### config.mk
export PLATFORM = sky130hd
export DESIGN_NAME = signed_integer_to_radix_text_flat
export DESIGN_NICKNAME = d
export VERILOG_FILES = /design/src/sirt_pkg.sv /design/src/sirt_if.sv /design/src/sirt_divider.sv /design/src/sirt_digit_stack.sv /design/src/signed_integer_to_radix_text.sv /design/src/flat_wrapper.sv
export SDC_FILE = /design/constraint.sdc
export NUM_CORES = 1
export LEC_CHECK = 0
export BUFFER_PORTS_ARGS = -buffer_cell sky130_fd_sc_hd__buf_2
export CAP_MARGIN = 30
export CORE_MARGIN = 5
export CORE_UTILIZATION = 45
export CTS_CLUSTER_DIAMETER = 120
export DETAILED_ROUTE_END_ITERATION = 7
export GPL_ROUTABILITY_DRIVEN = 0
export PLACE_DENSITY = 0.73
export SYNTH_ARGS = -nofsm -noshare
export SYNTH_HDL_FRONTEND = slang
export SYNTH_SLANG_ARGS = --single-unit
### constraint.sdc
create_clock -name clk -period 19.47 [get_ports clk]
set_input_delay 0.9735 -clock clk [delete_from_list [all_inputs] [get_ports clk]]
set_output_delay 0.9735 -clock clk [all_outputs]
set_load 0.1 [all_outputs]
### src/sirt_pkg.sv
`timescale 1ns / 1ps

package sirt_pkg;

    localparam int VALUE_W    = 64;
    localparam int RADIX_W    = 5;
    localparam int CHAR_W     = 7;
    localparam int DIGIT_W    = 4;
    localparam int NIBBLES    = VALUE_W / DIGIT_W;
    localparam int STEP_W     = $clog2(NIBBLES);
    localparam int MAX_DIGITS = 64;
    localparam int COUNT_W    = $clog2(MAX_DIGITS + 1);

    localparam logic [RADIX_W-1:0] RADIX_MIN    = RADIX_W'(2);
    localparam logic [RADIX_W-1:0] RADIX_MAX    = RADIX_W'(16);
    localparam logic [RADIX_W-1:0] RADIX_HEX    = RADIX_W'(16);
    localparam logic [CHAR_W-1:0]  CHAR_ZERO    = CHAR_W'(8'h30);
    localparam logic [CHAR_W-1:0]  CHAR_LOWER_A = CHAR_W'(8'h61);
    localparam logic [CHAR_W-1:0]  CHAR_MINUS   = CHAR_W'(8'h2d);
    localparam logic [CHAR_W-1:0]  CHAR_NONE    = CHAR_W'(0);
    localparam logic [CHAR_W-1:0]  CASE_SHIFT   = CHAR_W'(32);
    localparam logic [DIGIT_W-1:0] DECIMAL_TOP  = DIGIT_W'(10);

    typedef struct packed {
        logic start;
        logic resume;
    } div_ctrl_t;

    typedef struct packed {
        logic done;
        logic quot_zero;
    } div_stat_t;

    function automatic logic [CHAR_W-1:0] digit_char(input logic [DIGIT_W-1:0] d,
                                                     input logic upper);
        logic [CHAR_W-1:0] c;
        begin
            if (d < DECIMAL_TOP)
            begin
                c = CHAR_ZERO + CHAR_W'(d);
            end
            else
            begin
                c = CHAR_LOWER_A + CHAR_W'(d - DECIMAL_TOP);
                if (upper)
                begin
                    c = c - CASE_SHIFT;
                end
            end
            return c;
        end
    endfunction

endpackage

### src/sirt_if.sv
`timescale 1ns / 1ps

interface sirt_num_if;
    logic                                valid;
    logic                                ready;
    logic signed [sirt_pkg::VALUE_W-1:0] value;
    logic        [sirt_pkg::RADIX_W-1:0] radix;
    logic                                upper_case;

    modport source (output valid, value, radix, upper_case, input ready);
    modport sink   (input valid, value, radix, upper_case, output ready);
endinterface

interface sirt_text_if;
    logic                         valid;
    logic                         ready;
    logic [sirt_pkg::CHAR_W-1:0]  character;
    logic                         last;
    logic                         error;

    modport source (output valid, character, last, error, input ready);
    modport sink   (input valid, character, last, error, output ready);
endinterface

### src/sirt_divider.sv
`timescale 1ns / 1ps

module sirt_divider (
    input  logic                          clk,
    input  logic                          rst_n,
    input  sirt_pkg::div_ctrl_t           ctrl,
    input  logic [sirt_pkg::VALUE_W-1:0]  dividend,
    input  logic [sirt_pkg::RADIX_W-1:0]  radix,
    output sirt_pkg::div_stat_t           stat,
    output logic [sirt_pkg::DIGIT_W-1:0]  remainder
);

    logic [sirt_pkg::VALUE_W-1:0] dvd_reg, dvd_next;
    logic [sirt_pkg::RADIX_W-1:0] radix_reg, radix_next;
    logic [sirt_pkg::DIGIT_W-1:0] rem_reg, rem_next;
    logic [sirt_pkg::STEP_W-1:0]  cnt_reg, cnt_next;
    logic                         busy_reg, busy_next;
    logic                         done_reg, done_next;
    logic                         qnz_reg, qnz_next;
    logic [sirt_pkg::DIGIT_W:0]   r;
    logic [sirt_pkg::DIGIT_W-1:0] q;

    // one nibble of long division: four restoring steps
    always_comb
    begin
        r = {1'b0, rem_reg};
        q = '0;
        for (int k = sirt_pkg::DIGIT_W - 1; k >= 0; k--)
        begin
            r = {r[sirt_pkg::DIGIT_W-1:0], dvd_reg[sirt_pkg::VALUE_W - sirt_pkg::DIGIT_W + k]};
            if (r >= radix_reg)
            begin
                r    = r - radix_reg;
                q[k] = 1'b1;
            end
        end
    end

    always_comb
    begin
        dvd_next   = dvd_reg;
        radix_next = radix_reg;
        rem_next   = rem_reg;
        cnt_next   = cnt_reg;
        busy_next  = busy_reg;
        done_next  = 1'b0;
        qnz_next   = qnz_reg;
        if (ctrl.start || ctrl.resume)
        begin
            rem_next  = '0;
            cnt_next  = '0;
            busy_next = 1'b1;
            qnz_next  = 1'b0;
            if (ctrl.start)
            begin
                dvd_next   = dividend;
                radix_next = radix;
            end
        end
        else if (busy_reg)
        begin
            dvd_next = {dvd_reg[sirt_pkg::VALUE_W-sirt_pkg::DIGIT_W-1:0], q};
            rem_next = r[sirt_pkg::DIGIT_W-1:0];
            qnz_next = qnz_reg | (|q);
            cnt_next = cnt_reg + sirt_pkg::STEP_W'(1);
            if (cnt_reg == sirt_pkg::STEP_W'(sirt_pkg::NIBBLES - 1))
            begin
                busy_next = 1'b0;
                done_next = 1'b1;
            end
        end
    end

    always_ff @(posedge clk or negedge rst_n)
    begin
        if (!rst_n)
        begin
            busy_reg <= 1'b0;
            done_reg <= 1'b0;
            cnt_reg  <= '0;
        end
        else
        begin
            busy_reg <= busy_next;
            done_reg <= done_next;
            cnt_reg  <= cnt_next;
        end
    end

    always_ff @(posedge clk)
    begin
        dvd_reg   <= dvd_next;
        radix_reg <= radix_next;
        rem_reg   <= rem_next;
        qnz_reg   <= qnz_next;
    end

    assign stat.done      = done_reg;
    assign stat.quot_zero = ~qnz_reg;
    assign remainder      = rem_reg;

endmodule

### src/sirt_digit_stack.sv
`timescale 1ns / 1ps

module sirt_digit_stack (
    input  logic                          clk,
    input  logic                          push,
    input  logic                          pop,
    input  logic [sirt_pkg::DIGIT_W-1:0]  din,
    output logic [sirt_pkg::DIGIT_W-1:0]  top
);

    logic [sirt_pkg::DIGIT_W-1:0] slot_reg  [sirt_pkg::MAX_DIGITS];
    logic [sirt_pkg::DIGIT_W-1:0] slot_next [sirt_pkg::MAX_DIGITS];

    // push shifts up, pop shifts down; the newest digit sits in slot zero
    always_comb
    begin
        for (int i = 0; i < sirt_pkg::MAX_DIGITS; i++)
        begin
            slot_next[i] = slot_reg[i];
        end
        if (push)
        begin
            slot_next[0] = din;
            for (int i = 1; i < sirt_pkg::MAX_DIGITS; i++)
            begin
                slot_next[i] = slot_reg[i-1];
            end
        end
        else if (pop)
        begin
            for (int i = 0; i < sirt_pkg::MAX_DIGITS - 1; i++)
            begin
                slot_next[i] = slot_reg[i+1];
            end
        end
    end

    always_ff @(posedge clk)
    begin
        for (int i = 0; i < sirt_pkg::MAX_DIGITS; i++)
        begin
            slot_reg[i] <= slot_next[i];
        end
    end

    assign top = slot_reg[0];

endmodule

### src/signed_integer_to_radix_text.sv
`timescale 1ns / 1ps
// channel  dir  words                                  payload
// number   in   one per value                          value[63:0] radix[4:0] upper_case
// text     out  one character each, last on the final  character[6:0] last error
//
// A value is taken only when the previous one has been fully handed to the
// output register. Each digit takes one pass of the nibble-serial divider
// (16 nibble steps plus hand-over), so a value is ready once all its digits
// are on the stack, then leaves at one character a cycle while text.ready
// is high. Rejected inputs give one error word, set up in the emit state.
// Reset clears all control state; a stalled output holds its word.

module signed_integer_to_radix_text (
    input  logic        clk,
    input  logic        rst_n,
    sirt_num_if.sink    number,
    sirt_text_if.source text
);

    typedef enum logic [2:0] {
        ST_IDLE   = 3'b001,
        ST_DIVIDE = 3'b010,
        ST_EMIT   = 3'b100
    } state_t;

    state_t                        state_reg, state_next;
    logic [sirt_pkg::COUNT_W-1:0]  count_reg, count_next;
    logic                          sign_reg, sign_next;
    logic                          fail_reg, fail_next;
    logic                          upper_reg, upper_next;
    logic                          out_valid_reg, out_valid_next;
    logic [sirt_pkg::CHAR_W-1:0]   char_reg, char_next;
    logic                          last_reg, last_next;
    logic                          err_reg, err_next;

    logic                          accept;
    logic                          neg;
    logic                          bad;
    logic [sirt_pkg::VALUE_W-1:0]  raw;
    logic [sirt_pkg::VALUE_W-1:0]  mag;
    logic                          load;
    logic                          pop;
    logic [sirt_pkg::DIGIT_W-1:0]  digit;
    logic [sirt_pkg::DIGIT_W-1:0]  top_digit;
    sirt_pkg::div_ctrl_t           div_ctrl;
    sirt_pkg::div_stat_t           div_stat;

    assign number.ready = (state_reg == ST_IDLE);
    assign accept       = number.valid && number.ready;
    assign raw          = number.value;
    assign neg          = raw[sirt_pkg::VALUE_W-1];
    assign mag          = neg ? (~raw + sirt_pkg::VALUE_W'(1)) : raw;
    assign bad          = (number.radix < sirt_pkg::RADIX_MIN)
                       || (number.radix > sirt_pkg::RADIX_MAX)
                       || (raw == {1'b1, {(sirt_pkg::VALUE_W-1){1'b0}}})
                       || (neg && (number.radix == sirt_pkg::RADIX_HEX));

    assign load = !out_valid_reg || text.ready;
    assign pop  = (state_reg == ST_EMIT) && load && !fail_reg && !sign_reg;

    always_comb
    begin
        div_ctrl.start  = accept && !bad;
        div_ctrl.resume = (state_reg == ST_DIVIDE) && div_stat.done && !div_stat.quot_zero
                       && (count_reg != sirt_pkg::COUNT_W'(sirt_pkg::MAX_DIGITS - 1));
    end

    sirt_divider u_divider (
        .clk       (clk),
        .rst_n     (rst_n),
        .ctrl      (div_ctrl),
        .dividend  (mag),
        .radix     (number.radix),
        .stat      (div_stat),
        .remainder (digit)
    );

    sirt_digit_stack u_stack (
        .clk  (clk),
        .push (div_stat.done),
        .pop  (pop),
        .din  (digit),
        .top  (top_digit)
    );

    always_comb
    begin
        state_next     = state_reg;
        count_next     = count_reg;
        sign_next      = sign_reg;
        fail_next      = fail_reg;
        upper_next     = upper_reg;
        out_valid_next = out_valid_reg;
        char_next      = char_reg;
        last_next      = last_reg;
        err_next       = err_reg;
        if (load)
        begin
            out_valid_next = 1'b0;
        end
        case (state_reg)
            ST_IDLE:
            begin
                if (accept)
                begin
                    count_next = '0;
                    upper_next = number.upper_case;
                    fail_next  = bad;
                    sign_next  = neg && !bad;
                    state_next = bad ? ST_EMIT : ST_DIVIDE;
                end
            end
            ST_DIVIDE:
            begin
                if (div_stat.done)
                begin
                    count_next = count_reg + sirt_pkg::COUNT_W'(1);
                    if (!div_ctrl.resume)
                    begin
                        state_next = ST_EMIT;
                    end
                end
            end
            ST_EMIT:
            begin
                if (load)
                begin
                    out_valid_next = 1'b1;
                    if (fail_reg)
                    begin
                        char_next  = sirt_pkg::CHAR_NONE;
                        last_next  = 1'b1;
                        err_next   = 1'b1;
                        fail_next  = 1'b0;
                        state_next = ST_IDLE;
                    end
                    else if (sign_reg)
                    begin
                        char_next = sirt_pkg::CHAR_MINUS;
                        last_next = 1'b0;
                        err_next  = 1'b0;
                        sign_next = 1'b0;
                    end
                    else
                    begin
                        char_next  = sirt_pkg::digit_char(top_digit, upper_reg);
                        last_next  = (count_reg == sirt_pkg::COUNT_W'(1));
                        err_next   = 1'b0;
                        count_next = count_reg - sirt_pkg::COUNT_W'(1);
                        if (count_reg == sirt_pkg::COUNT_W'(1))
                        begin
                            state_next = ST_IDLE;
                        end
                    end
                end
            end
            default:
            begin
                state_next = ST_IDLE;
            end
        endcase
    end

    always_ff @(posedge clk or negedge rst_n)
    begin
        if (!rst_n)
        begin
            state_reg     <= ST_IDLE;
            count_reg     <= '0;
            sign_reg      <= 1'b0;
            fail_reg      <= 1'b0;
            out_valid_reg <= 1'b0;
        end
        else
        begin
            state_reg     <= state_next;
            count_reg     <= count_next;
            sign_reg      <= sign_next;
            fail_reg      <= fail_next;
            out_valid_reg <= out_valid_next;
        end
    end

    always_ff @(posedge clk)
    begin
        upper_reg <= upper_next;
        char_reg  <= char_next;
        last_reg  <= last_next;
        err_reg   <= err_next;
    end

    assign text.valid     = out_valid_reg;
    assign text.character = char_reg;
    assign text.last      = last_reg;
    assign text.error     = err_reg;

`ifndef NO_ASSERTIONS
    a_count_bound: assert property (@(posedge clk) disable iff (!rst_n)
        count_reg <= sirt_pkg::COUNT_W'(sirt_pkg::MAX_DIGITS))
        else $error("digit count beyond stack depth");

    a_done_in_divide: assert property (@(posedge clk) disable iff (!rst_n)
        div_stat.done |-> (state_reg == ST_DIVIDE))
        else $error("divider finished outside divide state");

    a_no_push_full: assert property (@(posedge clk) disable iff (!rst_n)
        div_stat.done |-> (count_reg < sirt_pkg::COUNT_W'(sirt_pkg::MAX_DIGITS)))
        else $error("digit pushed onto full stack");

    a_error_word: assert property (@(posedge clk) disable iff (!rst_n)
        (out_valid_reg && err_reg) |-> (last_reg && (char_reg == sirt_pkg::CHAR_NONE)))
        else $error("error word not final or not blank");
`endif

endmodule
### src/flat_wrapper.sv
// flat-port wrapper written by rule: the top's interface ports become plain ports
module signed_integer_to_radix_text_flat 
  (clk, rst_n, number_valid, number_value, number_radix, number_upper_case, number_ready, text_valid, text_character, text_last, text_error, text_ready);
  sirt_num_if number_i ();
  sirt_text_if text_i ();
  input  logic clk;
  input  logic rst_n;
  input wire logic [$bits(number_i.valid)-1:0] number_valid;
  input wire logic [$bits(number_i.value)-1:0] number_value;
  input wire logic [$bits(number_i.radix)-1:0] number_radix;
  input wire logic [$bits(number_i.upper_case)-1:0] number_upper_case;
  output wire logic [$bits(number_i.ready)-1:0] number_ready;
  output wire logic [$bits(text_i.valid)-1:0] text_valid;
  output wire logic [$bits(text_i.character)-1:0] text_character;
  output wire logic [$bits(text_i.last)-1:0] text_last;
  output wire logic [$bits(text_i.error)-1:0] text_error;
  input wire logic [$bits(text_i.ready)-1:0] text_ready;
  assign number_i.valid = number_valid;
  assign number_i.value = number_value;
  assign number_i.radix = number_radix;
  assign number_i.upper_case = number_upper_case;
  assign number_ready = number_i.ready;
  assign text_valid = text_i.valid;
  assign text_character = text_i.character;
  assign text_last = text_i.last;
  assign text_error = text_i.error;
  assign text_i.ready = text_ready;
  signed_integer_to_radix_text u_core (.clk(clk), .rst_n(rst_n), .number(number_i), .text(text_i));
endmodule
Yosys cells after proc, flatten, opt, wreduce, memory -nomap -nowiden --
Memory sizes are Yosys's and may differ from the RTL's. Cells that the tools add are included.
Storage, ports and cells: register bits after elaboration 103, RAM bits 256, input port bits 74, output and inout port bits 11, logic and storage cells 141, memories 1
Memory list:
- u_core.u_stack.slot_reg | words 64, bits a word 4, read ports 64, clocked after memory_dff 0, wr ports 64, RTL line sirt_digit_stack.sv:11 | logic [sirt_pkg::DIGIT_W-1:0] slot_reg [sirt_pkg::MAX_DIGITS];
Operators by class: add/subtract/negate cells 12, $lt $le $gt $ge 7, equality and inequality tests 17, mux-type cells 53, bitwise gates (word level) 2, reduce and logical (&&, ||, !) cells 32
Operator list (count):
- 252-bit 2-to-1 mux | 2
- 64-bit 2-to-1 mux | 4
- 64-bit by 1-bit adder with 64-bit output, second input constant | 1
- 64-bit equality test, second input constant | 1
- 64-bit inverter | 1
- 7-bit 2-to-1 mux | 7
- 4-bit 2-to-1 mux | 7
- 3-bit 2-to-1 mux | 8
- 7-bit case mux with 3 select lines | 1
- 5-bit greater-or-equal comparator | 4
- 1-bit 2-to-1 mux | 20
- 4-bit subtractor | 4
- 2-bit != test, second input constant | 6
- 6-bit AND reduction | 2
- 1-bit logical AND | 10
- 3-bit case mux with 3 select lines | 1
- 2-bit AND reduction | 4
- 6-bit by 4-bit adder with 7-bit output, first input constant | 1
- 7-bit by 1-bit adder with 7-bit output, second input constant | 1
- 7-bit adder, first input constant | 1
- 7-bit by 1-bit equality test with 1-bit output, second input constant | 1
- 7-bit by 6-bit != test with 1-bit output, second input constant | 1
- 7-bit by 1-bit subtractor with 7-bit output, second input constant | 1
- 7-bit by 6-bit subtractor with 7-bit output, second input constant | 1
- 24 further kinds | 33

Logic depth before layout (Yosys ltp) --
Gate-level depths: netlist of the first run.
depth after elaboration 10, mapped depth 25, depth with buffers taken out 24

By module --
From an unflattened synthesis of the first run, not the netlist that was laid out.
Unflattened totals: cells, all modules 1326, area total of the unflattened synthesis 18579.1 µm²
By module, submodules not included:
- sirt_digit_stack | instances 1, cells an instance 541, area each 11461.0 µm², sequential area each 7687.4 µm²
- sirt_divider | instances 1, cells an instance 432, area each 4201.5 µm², sequential area each 2322.2 µm²
- signed_integer_to_radix_text | instances 1, cells an instance 353, area each 2916.5 µm², sequential area each 626.9 µm²

Least setup slack after synthesis of the first run --
No wires, ideal clock.
path type input port to flip-flop, from input port text_ready, to memory u_core.u_stack.slot_reg[0][0] (netlist name) (enable), library setup time 0.613 ns, arrival time 6.572 ns, data required time 18.857 ns, path slack 12.285 ns, stages on the path 3, buffers on the path 0, cell sequence nand2b_1 and2_1 a21o_1
RTL lines:
- start: declaration | RTL line flat_wrapper.sv:17 | input wire logic [$bits(text_i.ready)-1:0] text_ready;
- end: declaration | RTL line sirt_digit_stack.sv:11

Worst setup path after layout of the first run --
from register u_core.u_divider.radix_reg[1] (netlist name), to register u_core.u_divider.rem_reg, in the netlist u_core.u_divider.remainder[3]
Between the ends: cells in the longest elaborated chain, start to end 8, elaborated cells on any way between the ends 12, those cells by class add/sub (4); order compare (4); mux (4)
Ends and longest elaborated chain:
- start: declaration | RTL line sirt_divider.sv:14 | logic [sirt_pkg::RADIX_W-1:0] radix_reg, radix_next;
- start signal: assignment | RTL line sirt_divider.sv:93 | radix_reg <= radix_next;
- 4-bit subtractor / 5-bit greater-or-equal comparator (equally long branches) | RTL line sirt_divider.sv:33, sirt_divider.sv:31
- 4-bit 2-to-1 mux | RTL line sirt_divider.sv:31 | if (r >= radix_reg)
- 4-bit subtractor / 5-bit greater-or-equal comparator (equally long branches) | RTL line sirt_divider.sv:33, sirt_divider.sv:31
- 4-bit 2-to-1 mux | RTL line sirt_divider.sv:31
- 5-bit greater-or-equal comparator / 4-bit subtractor (equally long branches) | RTL line sirt_divider.sv:31, sirt_divider.sv:33
- 4-bit 2-to-1 mux | RTL line sirt_divider.sv:31
- 4-bit subtractor / 5-bit greater-or-equal comparator (equally long branches) | RTL line sirt_divider.sv:33, sirt_divider.sv:31
- 4-bit 2-to-1 mux (*) | RTL line sirt_divider.sv:31
- end signal: assignment | RTL line sirt_divider.sv:94 | rem_reg <= rem_next;
- end: declaration | RTL line sirt_divider.sv:15 | logic [sirt_pkg::DIGIT_W-1:0] rem_reg, rem_next;
Every way passes the cells marked *; elsewhere a longest branch is shown, timed or not. A chain may end at the register's enable or synchronous reset.

==> impl_metrics.json, run 1 <==
{
  "clock_path_buffers": 3,
  "yosys.area.top_type": "edfxtp_1",
  "p_per_area_mw_per_mm2": 139,
  "netlist-cell-type-count": 57,
  "synth.area.top_cells": "edfxtp_1, mux2_2, xor2_1",
  "die_area_sq_mm": 0.0430,
  "rsz0062_at_grt": "false",
  "cp-start-kind": "register",
  "maxSlewViolCount": 0,
  "cp-end-kind": "register",
  "synth_area_per_cell_sq_um": 13.8,
  "max-cap-violations": 0,
  "drc": 0,
  "place_ws_ns": 13.06,
  "cts_setup_buffers": 0,
  "hpwlAfterDp_mm": 20.6,
  "synth_ff_type": "edfxtp_1",
  "path_class": "reg -> reg",
  "ys_seq_area_share_pct": 60.7,
  "min_period_ns": 6.48,
  "clk_latency_ns": 0.54,
  "outcome": "complete, no violations",
  "async_flop_share_pct": 5.29,
  "mostFrequentLayoutCells": "edfxtp_1, mux2_2, nor2_1",
  "synth_top_area_share_pct": 57.5,
  "nets": 1447,
  "ioPinCount": 85,
  "syn_inst": 1266,
  "ys_warn_count": 0,
  "reg2reg_depth": 21,
  "max_clock_freq_mhz": 154,
  "grt_overflow": 0,
  "grt_pass1_wl_mm": 52.0,
  "rows": 72,
  "final_common_cell": "edfxtp_1",
  "worstHoldPathType": "in -> async",
  "start_util_pct": 45.4,
  "synth_seq_cells": 359,
  "leakagePower_nw": 5.47,
  "cp.required_ns": 19.84,
  "largest_reg_flops": 256,
  "fp.dieW_um": 207,
  "synth-edff-count": 335,
  "cts.sinks": 359,
  "crit_fanout": 11,
  "clkTransAtPathRegs_ns": 0.06,
  "critPathArrivalTime_ns": 6.84,
  "period_share_pct": 33.3,
  "setup-violations-final": 0,
  "wl_mm": 31.5,
  "grt_max_degree": 190,
  "setup_tns_ns": 0,
  "synthesis.nets": 1374,
  "ctsResizeCount": 0,
  "antenna_left": 0,
  "cp-startpoint": "u_core.u_divider.radix_reg[1]",
  "grt_antenna_before_repair": 0,
  "vias_per_cell": 5.47,
  "reg2reg_from": "u_core.u_divider.radix_reg[1]",
  "cts_max_level": 2,
  "syn2layout_area_growth_pct": 12.7,
  "first_iter_violations": 564,
  "power.total_mw": 2.75,
  "dieHeight_um": 207,
  "cts_root_buf": "clkbuf_16",
  "grt_pass1_vias": 10400,
  "drive_above_1_share_pct": 31.0,
  "cts_tree": "built",
  "max-vdd-ir-drop_mv": 0.109,
  "fin_skew_ns": 0.0202,
  "post_drt_wl_per_cell_um": 16.7,
  "core_region_area_sq_mm": 0.0386,
  "fin_ws_ns": 12.99,
  "max_slew_margin_pct": 27.1,
  "numCtsBuffers": 40,
  "grt_util_all_layers_pct": 14.2,
  "syn_area_sq_mm": 0.0175,
  "critPathCapture": "u_core.u_divider.remainder[3]",
  "firstDrtPassIters": 5,
  "dr_total_vias": 10300,
  "regToRegSetupSlack_ns": 12.99,
  "portBuffers": 84,
  "hold_viol_final": 0,
  "ctsHoldBuffers": 0,
  "worst_pin_slew_ns": 1.08,
  "timing.rr.end": "u_core.u_divider.remainder[3]"
}
[kinds of logic (layout without fill, tap and decap cells)]
| family | count (synthesis) | in the layout | share of synthesized area (%) |
|---|---|---|---|
| and+or+nand+nor | 238 | 238 | 6.68 |
| AOI/OAI and AO/OA | 204 | 204 | 7.14 |
| other | 0 | 1 | 0 |
| buffers and inverters | 91 | 195 | 2.09 |
| DFF | 359 | 359 | 60.7 |
| adders and majority gates | 34 | 34 | 2.60 |
| muxes | 265 | 265 | 17.0 |
| xor gates and xnor gates | 75 | 75 | 3.75 |
[through the flow]
stage | utilization [%] | cells | hold WS (ns) | cell area (sq um)
6_report | 51.2 | 1889 | 0.381 | 19700
5_1_grt | 51.2 | 1888 | 0.396 | 19700
4_1_cts | 51.1 | 1887 | 0.371 | 19700
3_5_place_dp | 47.8 | 1814 | 0.431 | 18400
3_3_place_gp | 47.8 | 1812 | 0.430 | 18400
2_1_floorplan | - | 1266 | 0.422 | 17500
[cell usage after synthesis, drive strengths merged (8+ instances only)]
cell type	n
buf	19
nor2	96
nor3	9
xnor2	10
or4	17
o21ai	40
nand2	43
nand3	11
o31ai	19
nor4	11
inv	26
or3	14
dfrtp	18
edfxtp	335
ha	30
nand2b	8
mux2	258
o41ai	12
xor2	65
a21o	8
a21oi	89
clkbuf	46
[worst max-delay path: stages (launching register included)]
cell	delay [ns]
edfxtp_1	0.45
inv_1	0.30
ha_1	0.23
a21o_1	0.12
a31oi_1	0.06
o21ai_1	0.45
mux2_2	0.42
ha_1	0.34
a21o_1	0.12
a31oi_1	0.05
o21ai_0	0.44
mux2_2	0.41
ha_1	0.30
or3_1	0.37
o221a_2	0.21
mux2i_1	0.33
ha_1	0.26
a211oi_1	0.06
o31ai_1	0.91
inv_1	0.15
o211ai_1	0.18
a311oi_2	0.13
[worst min path at each step]
stage / endpoint / slack, ns / cells past startpoint
6_report: u_core.fail_reg / 0.38 / 1
5_1_grt: u_core.sign_reg / 0.40 / 1
4_1_cts: u_core.sign_reg / 0.37 / 1
3_5_place_dp: u_core.u_stack.slot_reg[1][125] / 0.43 / 0
3_3_place_gp: u_core.u_stack.slot_reg[1][125] / 0.43 / 0
2_1_floorplan: u_core.u_stack.slot_reg[1][124] / 0.42 / 0
[power breakdown]
part,internal [mW],switching (mW)
sequential,1.02,0.0570
combinational,0.378,0.573
clock,0.422,0.299
total,1.82,0.929
[routing by layer]
| layer | part of all wire, % | track usage [%] |
|---|---|---|
| met1 | 46 | 19.2 |
| met2 | 47 | 23.1 |
| met3 | 5.3 | 3.11 |
| met4 | 1.9 | 4.10 |
| met5 | 0 | 0 |
[area by class of cell]
type / instances / area [sq um]
Multi-Input combinational cell: 816 / 6530
Clock inverter: 23 / 224
Inverter: 26 / 97.6
Antenna cell: 1 / 2.50
Tap cell: 518 / 648
Fill cell: 3319 / 18800
Clock buffer: 50 / 1040
Timing Repair Buffer: 96 / 561
Sequential cell: 359 / 10600
Note: power is estimated with default switching activity, not from simulation.
==> run 2: changes to the inputs <==
Settings changed: PLACE_DENSITY 0.73 to 0.75.
Clock period 19.47 ns to 5.4 ns, I/O delays scaled along.
==> run 2 against run 1 <==
Hold slack lost 0.28 ns. First-iteration DRC count up 44%. Final area increased by 1.8%. Global-route usage fell by 0.064 points. Total power rose to 3.9 times the previous value. Largest cell class unchanged. Highest routed layer is now met5.
==> impl_metrics.json, run 2 (same netlist as run 1, synthesis figures left out) <==
{
  "clk_latency_ns": 0.52,
  "hpwlAfterDp_mm": 20.9,
  "critPathArrivalTime_ns": 5.75,
  "grt_max_degree": 87,
  "min_period_ns": 5.39,
  "switching_power_mw": 3.67,
  "post-route-util_pct": 52.1,
  "num_antenna_cells": 0,
  "cp-end-kind": "register",
  "combPwrFrac_pct": 41.5,
  "final_common_cell": "edfxtp_1",
  "drc": 0,
  "clock_path_buffers": 3,
  "clkPwrFrac_pct": 22.5,
  "start_util_pct": 45.4,
  "cts.sinks": 359,
  "pwr-share-seq_pct": 36.0,
  "drive_above_1_share_pct": 33.8,
  "max_slew_margin_pct": 34.6,
  "wl_mm": 32.0,
  "period_share_pct": 99.7,
  "mostFrequentLayoutCells": "edfxtp_1, mux2_2, nor2_1",
  "place_area_sq_mm": 0.0186,
  "maxSlewViolCount": 0,
  "grt_pass1_vias": 10500,
  "dieHeight_um": 207,
  "cp.required_ns": 5.77,
  "leakagePower_nw": 5.61,
  "die_area_sq_mm": 0.0430,
  "cts_root_buf": "clkbuf_16",
  "grt_pass1_wl_mm": 52.1,
  "core_region_area_sq_mm": 0.0386,
  "fin_skew_ns": 0.0114,
  "grt_overflow": 0,
  "max_stage_delay_ns": 0.42,
  "syn2layout_area_growth_pct": 14.8,
  "slowest_stage": "or4_1",
  "place_ws_ns": -0.351,
  "ioPinCount": 85,
  "dr_total_vias": 10600,
  "largest_reg_flops": 256,
  "cp-start-kind": "register",
  "swShare_pct": 34.3,
  "rows": 72,
  "path_class": "reg -> reg",
  "numCtsBuffers": 37,
  "first_iter_violations": 813,
  "nets": 1477,
  "antenna_left": 0,
  "max_clock_freq_mhz": 186,
  "clkTransAtPathRegs_ns": 0.06,
  "worstHoldPathType": "in -> reg",
  "cp_common_cell": "ha_1",
  "post_drt_wl_per_cell_um": 16.7,
  "outcome": "complete, no violations",
  "grt_antenna_before_repair": 1,
  "cts_max_level": 2,
  "max-cap-violations": 0,
  "internal_power_mw": 7.03,
  "firstDrtPassIters": 4,
  "cts_tree": "built",
  "crit_fanout": 8,
  "max-vdd-ir-drop_mv": 0.623,
  "p_per_area_mw_per_mm2": 532,
  "setup-violations-final": 0,
  "final_area_sq_mm": 0.0201,
  "vias_per_cell": 5.51,
  "worst_pin_slew_ns": 0.981,
  "fp.dieW_um": 207,
  "grt_util_all_layers_pct": 14.1,
  "hold_viol_final": 0,
  "fin_ws_ns": 0.0142,
  "portBuffers": 84
}
==> run 2: cell type report <==
cell class,instances,area [sq um]
fill,3236,18500
sequential,359,10600
multi-input combinational,816,6720
clock buffer,42,945
timing repair buffer,129,838
tap,518,648
clock inverter,26,204
inverter,26,97.6
==> run 2: timing repair <==
| action | in CTS | in global routing |
|---|---|---|
| endpoints found under the setup margin | 6 | 6 |
| buffers inserted | 0 | 5 |
| hold endpoints to repair | 24 | 0 |
| pin swaps | 0 | 12 |
| hold buffers | 7 | 0 |
| gates resized for setup | 5 | 26 |
==> run 2: metal layers <==
layer,global-route usage [%],part of all wire (%),vias to the layer above
met2,22.6,47,274
met5,0,0.022,-
met1,19.5,45,5200
li1,-,-,5029
met3,2.93,5.2,54
met4,4.40,2.7,2
==> run 2: final timing paths <==
check / slack [ns] / to / from / depth (start not counted)
min in group asynchronous: 0.24 / u_core.u_divider.cnt_reg[3] / rst_n / 2
max in group asynchronous: 4.81 / u_core.u_divider.done_reg / rst_n / 2
worst min-delay path: 0.11 / register / text_ready / 3
worst max register to register: 0.01 / u_core.u_divider.qnz_reg / u_core.u_divider.dvd_reg[63] / 25
worst max-delay path: 0.01 / u_core.u_divider.qnz_reg / u_core.u_divider.dvd_reg[63] / 25
worst min register to register: 0.45 / u_core.u_stack.slot_reg[1][126] / u_core.u_stack.slot_reg[1][122] / 0
==> run 2: power by group through the flow <==
stage	Clock (mW)	Combinational (mW)	Sequential (mW)
finish	2.40	4.44	3.86
global route	2.60	4.86	3.90
CTS	2.48	3.76	3.85
detailed placement	0	3.66	3.91
global placement	0	3.52	3.90
floorplan	0	2.62	3.98
==> run 2: stage by stage <==
step                      power (mW)  TNS (ns)  hold WS, ns  cells
final                           10.7         0        0.105   1916
after global routing            11.4     -1.02        0.119   1916
after global placement          7.42    -0.676        0.240   1833
after floorplan                 6.60   -0.0422      -0.0256   1266
after detailed placement        7.56     -1.73        0.247   1834
after CTS                       10.1  -0.00370        0.102   1909
==> run 2: critical path: cells and delay by family (launching register included) <==
family,cells,cell delay [ns]
AO/OA/AOI/OAI,11,2.15
adder cells (fa/ha/maj),4,1.12
AND/OR/NAND/NOR,6,1.10
buffers and inverters,4,0.47
flip-flops,1,0.41
